## src/sv/rcps_pkg.sv

```systemverilog
// Shared types and constants for the ring cell pedestal subtraction block.
`timescale 1ns / 1ps
package rcps_pkg;

  localparam int CHANNELS   = 16;
  localparam int STOP_CELLS = 8;
  localparam int WORD_W     = 16;
  localparam int OFFSET_W   = 21;
  localparam int CORR_W     = 22;
  localparam int COUNTER_W  = 64;
  localparam int DEPTH_W    = 7;

  localparam logic [DEPTH_W-1:0] READ_DEPTH_RESET = 7'd68;

  typedef enum logic [2:0] {
    KIND_PPS     = 3'd0,
    KIND_TEN_MHZ = 3'd1,
    KIND_EVENT   = 3'd2,
    KIND_TRIGGER = 3'd3,
    KIND_CLOCK   = 3'd4,
    KIND_SAMPLE  = 3'd5
  } kind_e;

  typedef enum logic {
    OP_LOAD = 1'b0,
    OP_DATA = 1'b1
  } op_e;

  typedef struct packed {
    logic              en;
    logic [2:0]        col;
    logic [WORD_W-1:0] word;
  } stop_wr_t;

endpackage

```

## src/sv/rcps_stop_cells.sv

```systemverilog
// Stop cell store with a two-stage reduction of the raw word modulo the ring size.
`timescale 1ns / 1ps
module rcps_stop_cells
  import rcps_pkg::*;
#(
  parameter int RING_CELLS = 4096
) (
  input  logic                                            clk_i,
  input  logic                                            rst_ni,
  input  stop_wr_t                                        wr_i,
  output logic [STOP_CELLS-1:0][$clog2(RING_CELLS)-1:0]   cells_o
);

  localparam int CellW  = $clog2(RING_CELLS);
  localparam int RecipW = 33 - CellW;
  localparam int ProdW  = WORD_W + RecipW;
  localparam int QW     = 17 - CellW;
  localparam longint unsigned Recip =
    ((64'd1 << 32) + 64'(RING_CELLS) - 64'd1) / 64'(RING_CELLS);

  logic                                 va_q;
  logic [2:0]                           cola_q;
  logic [WORD_W-1:0]                    worda_q;
  logic [QW-1:0]                        qa_q;
  logic [ProdW-1:0]                     prod;
  logic [16:0]                          qm;
  logic [16:0]                          rem;
  logic [STOP_CELLS-1:0][CellW-1:0]     cells_q;

  assign prod = ProdW'(wr_i.word) * ProdW'(Recip);
  assign qm   = 17'(qa_q) * 17'(RING_CELLS);
  assign rem  = 17'(worda_q) - qm;

  always_ff @(posedge clk_i or negedge rst_ni) begin
    if (!rst_ni) begin
      va_q    <= 1'b0;
      cells_q <= '0;
    end else begin
      va_q <= wr_i.en;
      if (va_q) begin
        cells_q[cola_q] <= rem[CellW-1:0];
      end
    end
  end

  always_ff @(posedge clk_i) begin
    if (wr_i.en) begin
      cola_q  <= wr_i.col;
      worda_q <= wr_i.word;
      qa_q    <= prod[32 +: QW];
    end
  end

  assign cells_o = cells_q;

endmodule

```

## config.mk

```make
export PLATFORM = sky130hd
export DESIGN_NAME = rcps_stop_cells
export DESIGN_NICKNAME = d
export VERILOG_FILES = /design/src/sv/rcps_pkg.sv /design/src/sv/rcps_stop_cells.sv
export SDC_FILE = /design/constraint.sdc
export NUM_CORES = 1
export LEC_CHECK = 0
export BUFFER_PORTS_ARGS = -buffer_cell sky130_fd_sc_hd__buf_2
export CELL_PAD_IN_SITES_DETAIL_PLACEMENT = 1
export CELL_PAD_IN_SITES_GLOBAL_PLACEMENT = 1
export CORE_ASPECT_RATIO = 1.4
export CORE_MARGIN = 5
export CORE_UTILIZATION = 43
export CTS_BUF_LIST = sky130_fd_sc_hd__clkbuf_16
export CTS_CLUSTER_SIZE = 20
export DETAILED_ROUTE_END_ITERATION = 7
export HOLD_SLACK_MARGIN = 0.05
export PLACE_DENSITY_LB_ADDON = 0.1
export SLEW_MARGIN = 15
export SYNTH_ARGS = -nofsm -noshare
export SYNTH_HDL_FRONTEND = slang
export SYNTH_SLANG_ARGS = --single-unit
```

## constraint.sdc

```tcl
create_clock -name clk_i -period 2 [get_ports clk_i]
set_input_delay 0.6 -clock clk_i [delete_from_list [all_inputs] [get_ports clk_i]]
set_output_delay 0.6 -clock clk_i [all_outputs]
set_load 0.02 [all_outputs]
```

-- Word level (Yosys, flattened, before mapping)
Cells that the tools add are included.
- add/sub/neg operators: 1
- $lt $le $gt $ge: 2
- multiplexer cells: 3
- reductions and logical operators: 1
- operators by type and width (operator ; number):
    bitwise mux 96 bit ; 1
    demux 12 bit (select 3 bit) ; 1
    two-way mux 12 bit ; 1
    subtractor 12 x 1 -> 12 bit (second input constant) ; 1
    < comparator 3 x 4 -> 1 bit (second input constant) ; 1
    greater-or-equal comparator 3 x 1 -> 1 bit (second input constant) ; 1
    logical AND 1 bit ; 1
- bits in registers: 112
- input bits: 22
- word-level logic and storage cells: 18

-- Logic depth before layout (Yosys ltp)
Gate-level depths: netlist of run 1.
- depth after elaboration: 5
- gate-level depth with buffers: 3

-- Worst setup path before layout of run 1
OpenSTA, ideal clock, no wires.
- kind: register -> register
- start: register cola_q[0]
- end: register cells_q (netlist bit cells_o[10])
- setup time: 125 ps
- arrival time: 1354 ps
- required time: 1875 ps
- setup slack: 521 ps
- stages on the path, launching flop included: 4
- path through: edfxtp_1 nor4b_4 buf_4 mux2_2
- longest elaborated chain between the ends: 5
- ends and longest elaborated chain (what ; RTL line ; source):
    from (decl) ; rcps_stop_cells.sv:22 ; logic [2:0] cola_q;
    from (signal assigned) ; rcps_stop_cells.sv:48 ; cola_q <= wr_i.col;
    < comparator 3 x 4 -> 1 bit (not written as such) or greater-or-equal comparator 3 x 1 -> 1 bit (tied branches) ; rcps_stop_cells.sv:41 ; cells_q[cola_q] <= rem[CellW-1:0];
    logical AND 1 bit (not written as such) ; rcps_stop_cells.sv:41 ;
    two-way mux 12 bit (not written as such) ; rcps_stop_cells.sv:41 ;
    demux 12 bit (select 3 bit) (*) ; rcps_stop_cells.sv:41 ;
    bitwise mux 96 bit (*) ; rcps_stop_cells.sv:41 ;
    to (signal, indexed assignment) ; rcps_stop_cells.sv:41 ;
    to (decl) ; rcps_stop_cells.sv:28 ; logic [STOP_CELLS-1:0][CellW-1:0] cells_q;
Every way passes the cells marked *; elsewhere a longest branch is shown, timed or not.
A chain may end at the register's enable or synchronous reset.

-- Worst setup path in the final report of run 1
- start: register cola_q[1]
- end: register cells_q (netlist bit cells_o[59])
The elaborated chain is that of the path after synthesis.

==> flow_metrics.tcl, run 1 <==
set metrics [dict create \
    outcome "complete, no violations" \
    synth_cells 224 \
    yosysMostFrequentCell "dfrtp_1" \
    setup_ws_ns 0.3813 \
    worst-r2r-cell-count 2 \
    num_vias 2383 \
    drv_cap 0 \
    drc_errors 0 \
    ys_warn_count 0 \
    numCtsBuffers 9 \
    p_int_mw 5.220 \
    nFillCells 963 \
    cp.arrival_ns 1.85 \
    numPortBuffers 113 \
    fin_cells 492 \
    pre_cts_ws_ns 0.3921 \
    tightest_slew_ns 0.4476 \
    crit_chain "and4bb_4 > mux2_2" \
    synth_area_sq_um 4263 \
    wl_um 9737 \
    cts_tree "built" \
    synthTopCellsByArea "dfrtp_1, mux2_2, edfxtp_1" \
    post_cts_resized 0 \
    grt_pass1_wl_um 15110 \
    hpwl_um 6887 \
    combPwrFrac 0.294 \
    critPathRequiredTime_ns 2.23 \
    synth_edf_count 15 \
    htree_num_levels 3 \
    clock_latency_ns 0.34 \
    finalSetupViolations 0 \
    grt_pass1_vias 2571 \
    p_leak_nw 2.531 \
    synthToLayoutAreaGrowth_pct 26.27 \
    regToRegEndpoint "cells_o[59]" \
    fp.dieW_um 94.15 \
    drv_slew 0 \
    drt_pass1_iterations 4 \
    pwr-share-clk 0.272 \
    grt_max_degree 45 \
    syn_avg_cell_area_sq_um 19.03 \
    globalplace.congestion 0.6817 \
    syn-num-nets 246 \
    synth.distinct_cells 10 \
    dpl.cell_count 476 \
    worst-setup-path-type "reg -> reg" \
    grt_usage 0.1694 \
    r2r-start "cola_q[1]" \
    grt-ovfl-total 0 \
    yosys.area.top_type "dfrtp_1" \
    route.detailed.vias_per_inst 4.843 \
    finalCriticalPeriod_ns 1.619 \
    cp_max_fo 12 \
    fin_nets 374 \
    seqPwrFrac 0.434 \
    post_cts_buffers 0 \
    antenna_found_initial 0 \
    max_stage_delay_ns 0.61 \
    setup_tns_ns 0 \
    pin_count 118 \
    crit_family "simple AND/OR/NAND/NOR gates" \
    holdBufCountCts 0 \
    n_antenna_cell 0 \
    power_density_nw_per_um2 1423 \
    ys_async_sr_fraction 0.8661 \
    critPathSlowestCell "and4bb_4" \
    start_util 0.4353 \
    wire_per_inst_um 19.79 \
    p_total_mw 7.661 \
    coreArea_sq_um 9792 \
    skew_ns 0.006411 \
    hp-class "in -> async" \
    p_sw_frac 0.3187 \
    clockBufferDepth 2 \
    numClockSinks 112 \
    root_buffer "clkbuf_16" \
    drtAntennaViolNets 0 \
    fin_crit_sh 0.8093 \
    fp.dieArea_sq_um 12030 \
    ys_ff_latch 112 \
    rsz0062_at_grt "no" \
    netSwitchingPower_mw 2.442 \
    synth-seq-area-share 0.6751 \
    fmax_mhz 617.8 \
    hold_violations 0 \
    netlist.area_leader.share 0.5694 \
    synth_ff_type "dfrtp_1" \
    synth_common_cells "dfrtp_1, mux2_2, mux2_4" \
    relSlewSlack 0.7016 \
    rrSetupSlack_ns 0.38 \
    die_h_um 127.8 \
    drive_gt1_frac 0.6723 \
    startpoint_type "register" \
    cp-end-kind "register" \
    crit_buf_inv 0 \
    drt_iter0_markers 68 \
    placementRows 43 \
    ir_worst_vdd_mv 0.9806 \
    clk_pin_slew_ns 0.07 \
]
## metal layers
layer  wire length [um]  vias to the layer above  GRT usage
met5                  0                        -          0
met4                 87                        0    0.04082
met3                568                        5    0.05226
met2               4797                       76     0.2651
met1               4282                     1237     0.2317
li1                   -                     1065          -
## state kept, by name, summed over array words and instances (netlist names)
signal	count
cola_q	3
worda_q	12
cells_o	96
va_q	1
## layout make-up
cell class	instances	area [sq um]	area share
multi-input combinational	104	1299	0.2413
clock inverter	6	103.9	0.01929
timing repair buffer	125	683.2	0.1269
clock buffer	10	250.2	0.04649
sequential	112	2878	0.5346
tap	135	168.9	0.03138
## how the worst max path moves through the flow
| stage | start | endpoint | slack (ns) | depth (start not counted) |
|---|---|---|---|---|
| global placement | cola_q[1] | cells_o[59] | 0.42 | 2 |
| CTS | cola_q[2] | cells_o[24] | 0.37 | 2 |
| detailed placement | cola_q[1] | cells_o[59] | 0.39 | 2 |
| finish | cola_q[1] | cells_o[59] | 0.38 | 2 |
| global route | cola_q[2] | cells_o[24] | 0.32 | 2 |
| floorplan | cola_q[0] | cells_o[10] | 0.52 | 3 |
## cell families (layout without fill, tap and decap cells)
logic type    after synthesis  count (layout)  share of synthesized area
mux                        96              96                     0.2800
simple gates                8               8                    0.02466
flops                     112             112                     0.6751
buf+inv                     8             141                    0.02025
## power by group through the flow
stage	combinational [mW]	sequential [mW]	clock (mW)
CTS	2.30	3.34	2.13
detailed placement	2.29	3.37	0
floorplan	0.678	4.06	0
global route	2.39	3.41	2.24
finish	2.25	3.33	2.08
global placement	2.24	3.35	0
## cell usage in the layout, fill, tap and decap left out
| master | count |
|---|---|
| nand4b_1 | 3 |
| buf_2 | 112 |
| buf_12 | 2 |
| buf_4 | 11 |
| mux2_2 | 66 |
| dfrtp_1 | 97 |
| bufinv_16 | 3 |
| edfxtp_1 | 15 |
| clkbuf_16 | 10 |
| clkinv_2 | 2 |
| mux2_4 | 30 |
| nand4_1 | 1 |
| and4bb_4 | 3 |
| clkinv_1 | 1 |
| nor4b_4 | 1 |
## per-stage QoR
step	instance area [sq um]	hold slack (ns)	util
floorplan	4263	0.3044	-
global placement	5029	0.4837	0.5135
detailed placement	5029	0.4918	0.5135
CTS	5383	0.1690	0.5497
global route	5383	0.1767	0.5497
finish	5383	0.1644	0.5497
No activity file was read; power rests on OpenSTA's default activity.
==> run 2, diff against run 1 <==
--- a/config.mk
+++ b/config.mk
@@ -5,12 +5,13 @@
 export SDC_FILE = /design/constraint.sdc
 export NUM_CORES = 1
 export LEC_CHECK = 0
+export ABC_AREA = 1
 export BUFFER_PORTS_ARGS = -buffer_cell sky130_fd_sc_hd__buf_2
 export CELL_PAD_IN_SITES_DETAIL_PLACEMENT = 1
 export CELL_PAD_IN_SITES_GLOBAL_PLACEMENT = 1
 export CORE_ASPECT_RATIO = 1.4
 export CORE_MARGIN = 5
-export CORE_UTILIZATION = 43
+export CORE_UTILIZATION = 39
 export CTS_BUF_LIST = sky130_fd_sc_hd__clkbuf_16
 export CTS_CLUSTER_SIZE = 20
 export DETAILED_ROUTE_END_ITERATION = 7
==> constraint.sdc (replaced) <==
create_clock -name clk_i -period 1.68 [get_ports clk_i]
set_input_delay 0.504 -clock clk_i [delete_from_list [all_inputs] [get_ports clk_i]]
set_output_delay 0.504 -clock clk_i [all_outputs]
set_load 0.02 [all_outputs]
==> flow_metrics.tcl, run 2 <==
set metrics [dict create \
    outcome "complete, no violations" \
    wl_um 12380 \
    hp-class "in -> async" \
    regToRegEndpoint "cells_o[50]" \
    placementRows 45 \
    start_util 0.3971 \
    ys_ff_latch 112 \
    cp.arrival_ns 1.86 \
    drc_errors 0 \
    n_antenna_cell 0 \
    grt-ovfl-total 0 \
    hpwl_um 8492 \
    synth.distinct_cells 13 \
    synth_area_sq_um 4315 \
    post-route-util 0.4917 \
    grt_usage 0.1909 \
    wire_per_inst_um 17.41 \
    ys_warn_count 0 \
    hold_violations 0 \
    skew_ns 0.004326 \
    root_buffer "clkbuf_16" \
    fin_cells 711 \
    fin_crit_sh 0.9652 \
    grt_pass1_wl_um 19380 \
    rsz0062_at_grt "yes" \
    grt_pass1_vias 3465 \
    fmax_mhz 616.7 \
    worst-r2r-cell-count 4 \
    finalSetupViolations 0 \
    syn-num-nets 482 \
    globalplace.congestion 0.7070 \
    critPathRequiredTime_ns 1.91 \
    final_design_area_no_fill_sq_um 5343 \
    fp.dieArea_sq_um 13300 \
    netlist.area_leader.share 0.5625 \
    drt_pass1_iterations 4 \
    die_h_um 134.5 \
    synth_common_cells "nand2_1, dfrtp_1, nand3_1" \
    cp-startpoint "cola_q[0]" \
    post_cts_resized 0 \
    r2r-start "cola_q[0]" \
    synth_cells 460 \
    p_leak_nw 2.984 \
    rrSetupSlack_ns 0.06 \
    synthToLayoutAreaGrowth_pct 23.80 \
    ir_worst_vdd_mv 0.8026 \
    clock_latency_ns 0.35 \
    nFillCells 1302 \
    drtAntennaViolNets 0 \
    ys_async_sr_fraction 0.8661 \
    synthTopCellsByArea "dfrtp_1, nand2_1, edfxtp_1" \
    num_vias 3398 \
    route.detailed.vias_per_inst 4.779 \
    p_total_mw 8.429 \
    synth-seq-area-share 0.6669 \
    holdBufCountCts 0 \
    largest_reg_flops 96 \
    yosysMostFrequentCell "nand2_1" \
    drive_gt1_frac 0.2649 \
    synth_ff_type "dfrtp_1" \
    layout_common_cells "nand2_1, buf_2, dfrtp_1, nand3_1, edfxtp_1" \
    cp_max_fo 12 \
    clockBufferDepth 2 \
    multi_input_area_sq_um 1232 \
    syn_avg_cell_area_sq_um 9.381 \
    crit_end "cells_o[50]" \
    register_area_sq_um 2878 \
    yosys.area.top_type "dfrtp_1" \
    pin_count 118 \
    power_density_nw_per_um2 1578 \
    worst-setup-path-type "reg -> reg" \
    numCtsBuffers 9 \
    dpl.cell_count 695 \
    fp.dieW_um 98.90 \
    finalCriticalPeriod_ns 1.621 \
    tightest_slew_ns 0.7585 \
    clk_pin_slew_ns 0.07 \
    cts_tree "built" \
    startpoint_type "register" \
    grt_max_degree 30 \
    antenna_found_initial 0 \
    synth_edf_count 15 \
    fin_nets 587 \
    post_cts_buffers 0 \
    relSlewSlack 0.4925 \
    numPortBuffers 113 \
    layout_commonest_cell "nand2_1" \
    cp-end-kind "register" \
    coreArea_sq_um 10870 \
    drv_slew 0 \
    htree_num_levels 3 \
    numClockSinks 112 \
    drv_cap 0 \
    placedInstanceArea_sq_um 5007 \
    drt_iter0_markers 103 \
]
run 2: changes by cell type in the layout (fill, tap and decap cells not counted), moves of 4 or more:
cell	before	now
nand2_1	0	252
mux2_2	66	0
nand3_1	0	48
mux2_4	30	0
nor2_1	0	4
nor2_2	0	4
run 2: worst min-delay path by stage:
stage                      startpoint           to  slack, ns  cells after the start
after floorplan                rst_ni   cells_o[0]       0.21                      0
after global placement    cells_o[18]  cells_o[18]       0.45                      2
after detailed placement       rst_ni  cells_o[42]       0.46                      1
after CTS                      rst_ni  cells_o[42]       0.09                      1
after global routing           rst_ni  cells_o[41]        0.1                      1
final                          rst_ni  cells_o[42]       0.08                      1
run 2: critical path: stages, from the launching register on:
cell	delay (ns)
edfxtp_1	0.42
nor2_2	0.43
nand2_1	0.43
nand2_1	0.17
nand2_1	0.06
run 2: cell type report:
| type | count | share of cell area |
|---|---|---|
| Tap cell | 141 | 0.03302 |
| Inverter | 6 | 0.004215 |
| Multi-Input combinational cell | 309 | 0.2307 |
| Sequential cell | 112 | 0.5386 |
| Clock buffer | 9 | 0.04215 |
| Clock inverter | 7 | 0.02061 |
| Timing Repair Buffer | 127 | 0.1307 |
run 2: layer usage:
metal  part of all wire  vias to the layer above  global-route usage
li1                   -                     1628                   -
met4              0.026                        0             0.07821
met3              0.052                       20             0.03669
met5                  0                        -                   0
met2               0.49                       94              0.3031
met1               0.44                     1656              0.2573
run 2: where the power goes:
part,switching (mW),internal [mW],leakage [nW]
Combinational,1.47,0.705,1.45
Clock,0.959,1.45,0.169
Sequential,0.458,3.39,1.37
Total,2.89,5.54,2.98
run 2: kinds of logic after synthesis:
logic type,after synthesis,share of synthesized area
buf+inv,39,0.04755
simple gates,309,0.2856
flops,112,0.6669
run 2: through the flow:
step	TNS (ns)	hold WS, ns	setup slack [ns]
floorplan	0	0.2084	0.4811
global placement	0	0.4505	0.1409
detailed placement	0	0.4550	0.05606
CTS	0	0.08531	0.03160
global route	-1.777	0.09811	-0.09227
finish	0	0.08073	0.05851
==> run 3, diff against run 2 <==
--- a/config.mk
+++ b/config.mk
@@ -5,19 +5,19 @@
 export SDC_FILE = /design/constraint.sdc
 export NUM_CORES = 1
 export LEC_CHECK = 0
-export ABC_AREA = 1
+export ABC_AREA = 0
 export BUFFER_PORTS_ARGS = -buffer_cell sky130_fd_sc_hd__buf_2
 export CELL_PAD_IN_SITES_DETAIL_PLACEMENT = 1
 export CELL_PAD_IN_SITES_GLOBAL_PLACEMENT = 1
 export CORE_ASPECT_RATIO = 1.4
 export CORE_MARGIN = 5
-export CORE_UTILIZATION = 39
+export CORE_UTILIZATION = 43
 export CTS_BUF_LIST = sky130_fd_sc_hd__clkbuf_16
 export CTS_CLUSTER_SIZE = 20
 export DETAILED_ROUTE_END_ITERATION = 7
 export HOLD_SLACK_MARGIN = 0.05
 export PLACE_DENSITY_LB_ADDON = 0.1
-export SLEW_MARGIN = 15
+export SLEW_MARGIN = 20
 export SYNTH_ARGS = -nofsm -noshare
 export SYNTH_HDL_FRONTEND = slang
 export SYNTH_SLANG_ARGS = --single-unit
==> flow_metrics.tcl, run 3 (synthesis results as in run 1) <==
set metrics [dict create \
    globalplace.congestion 0.7008 \
    skew_ns 0.006179 \
    synthToLayoutAreaGrowth_pct 24.74 \
    use_met3 0.04521 \
    hp-class "in -> async" \
    cp_max_fo 12 \
    route.detailed.vias_per_inst 4.852 \
    numClockSinks 112 \
    largest_reg_flops 96 \
    critPathRequiredTime_ns 1.90 \
    startpoint_type "register" \
    post_cts_buffers 0 \
    critPathSlowestCell "and4bb_4" \
    finalCriticalPeriod_ns 1.624 \
    numCtsBuffers 9 \
    worst-setup-path-type "reg -> reg" \
    dpl.cell_count 477 \
    post_cts_resized 0 \
    use_met1 0.2154 \
    wire_per_inst_um 19.15 \
    fin_cells 493 \
    nFillCells 994 \
    fp.dieArea_sq_um 12030 \
    root_buffer "clkbuf_16" \
    relSlewSlack 0.7288 \
    start_util 0.4353 \
    grt-ovfl-total 0 \
    die_h_um 127.8 \
    num_vias 2392 \
    hpwl_um 6657 \
    grt_pass1_wl_um 14980 \
    grt_pass1_vias 2654 \
    setup_tns_ns 0 \
    cts_tree "built" \
    grt_usage 0.1662 \
    rsz0062_at_grt "no" \
    pin_count 118 \
    crit_buf_inv 0 \
    drv_slew 0 \
    fp.dieW_um 94.15 \
    layout_commonest_cell "buf_2" \
    clk_pin_slew_ns 0.07 \
    n_antenna_cell 0 \
    p_leak_nw 2.511 \
    crit_family "simple AND/OR/NAND/NOR gates" \
    outcome "complete, no violations" \
    clockBufferDepth 2 \
    placementRows 43 \
    fin_nets 375 \
    drive_gt1_frac 0.6648 \
    holdBufCountCts 0 \
    fin_crit_sh 0.9664 \
    crit_chain "and4bb_4 > mux2_2" \
    drt_pass1_iterations 4 \
    met2_usage 0.2688 \
    grt_max_degree 71 \
    hold_violations 0 \
    max_stage_delay_ns 0.61 \
    drt_iter0_markers 69 \
    ir_worst_vdd_mv 0.9102 \
    finalSetupViolations 0 \
    cp-end-kind "register" \
    clock_latency_ns 0.34 \
    antenna_found_initial 0 \
    htree_num_levels 3 \
    cp.arrival_ns 1.85 \
    coreArea_sq_um 9792 \
    wl_um 9442 \
    tightest_slew_ns 0.4068 \
    drc_errors 0 \
    busiest_layer "met2" \
    power_density_nw_per_um2 1630 \
    numPortBuffers 113 \
    drv_cap 0 \
    fmax_mhz 615.9 \
    layout_common_cells "buf_2, dfrtp_1, mux2_2, mux2_4, edfxtp_1" \
    drtAntennaViolNets 0 \
]
## run 3: cell count changes in the layout (fill, tap and decap cells not counted), moves of 2 or more
cell and delta:
mux2_2 +66, inv_2 -3, mux2_4 +30, clkinv_2 -3, nor2_2 -4, nand3_1 -48
bufinv_16 -2, and4bb_4 +3, nor2_1 -4, nand4b_1 +3, nand2_1 -252
## run 3: final timing paths
| kind | from | endpoint | slack (ns) | cells past startpoint |
|---|---|---|---|---|
| worst max register to register | cola_q[2] | cells_o[24] | 0.06 | 2 |
| worst min-delay path | rst_ni | cells_o[77] | 0.17 | 2 |
| min in group clk_i | wr_i[6] | worda_q[6] | 0.33 | 1 |
| worst max-delay path | cola_q[2] | cells_o[24] | 0.06 | 2 |
| worst min register to register | cells_o[70] | cells_o[70] | 0.50 | 1 |
| max in group asynchronous | rst_ni | cells_o[26] | 1.20 | 2 |
## run 3: worst register-to-register path: cells and delay by family, from the launching register on
kind | cells | cell delay [ns]
multiplexers | 1 | 0.38
flip-flops | 1 | 0.51
AND/OR/NAND/NOR | 1 | 0.61
## run 3: power by group
part / switching, mW / internal (mW)
Combinational: 1.50 / 1.18
Clock: 0.911 / 1.13
Sequential: 0.452 / 3.50
## run 3: layer usage
layer / vias to the layer above / wire [um]
met5: - / 0
li1: 1072 / -
met4: 0 / 155
met2: 71 / 4717
met3: 11 / 521
met1: 1238 / 4047
## run 3: area by class of cell
cell class,instances,area (sq um),share of cell area
Clock inverter,7,56.30,0.01059
Multi-Input combinational cell,104,1299,0.2442
Timing Repair Buffer,126,690.7,0.1299
Tap cell,135,168.9,0.03176
Clock buffer,9,225.2,0.04235
Sequential cell,112,2878,0.5412
## run 3: stage by stage
stage / setup WS (ns) / instance area, sq um / hold slack (ns) / util / total power, mW
floorplan: 0.2014 / 4263 / 0.2084 / - / 5.635
global placement: 0.09831 / 5036 / 0.4839 / 0.5143 / 6.653
detailed placement: 0.05467 / 5036 / 0.4903 / 0.5143 / 6.728
CTS: 0.04538 / 5318 / 0.1875 / 0.5431 / 8.812
global route: 0.01061 / 5318 / 0.1968 / 0.5431 / 9.117
finish: 0.05644 / 5318 / 0.1675 / 0.5431 / 8.670
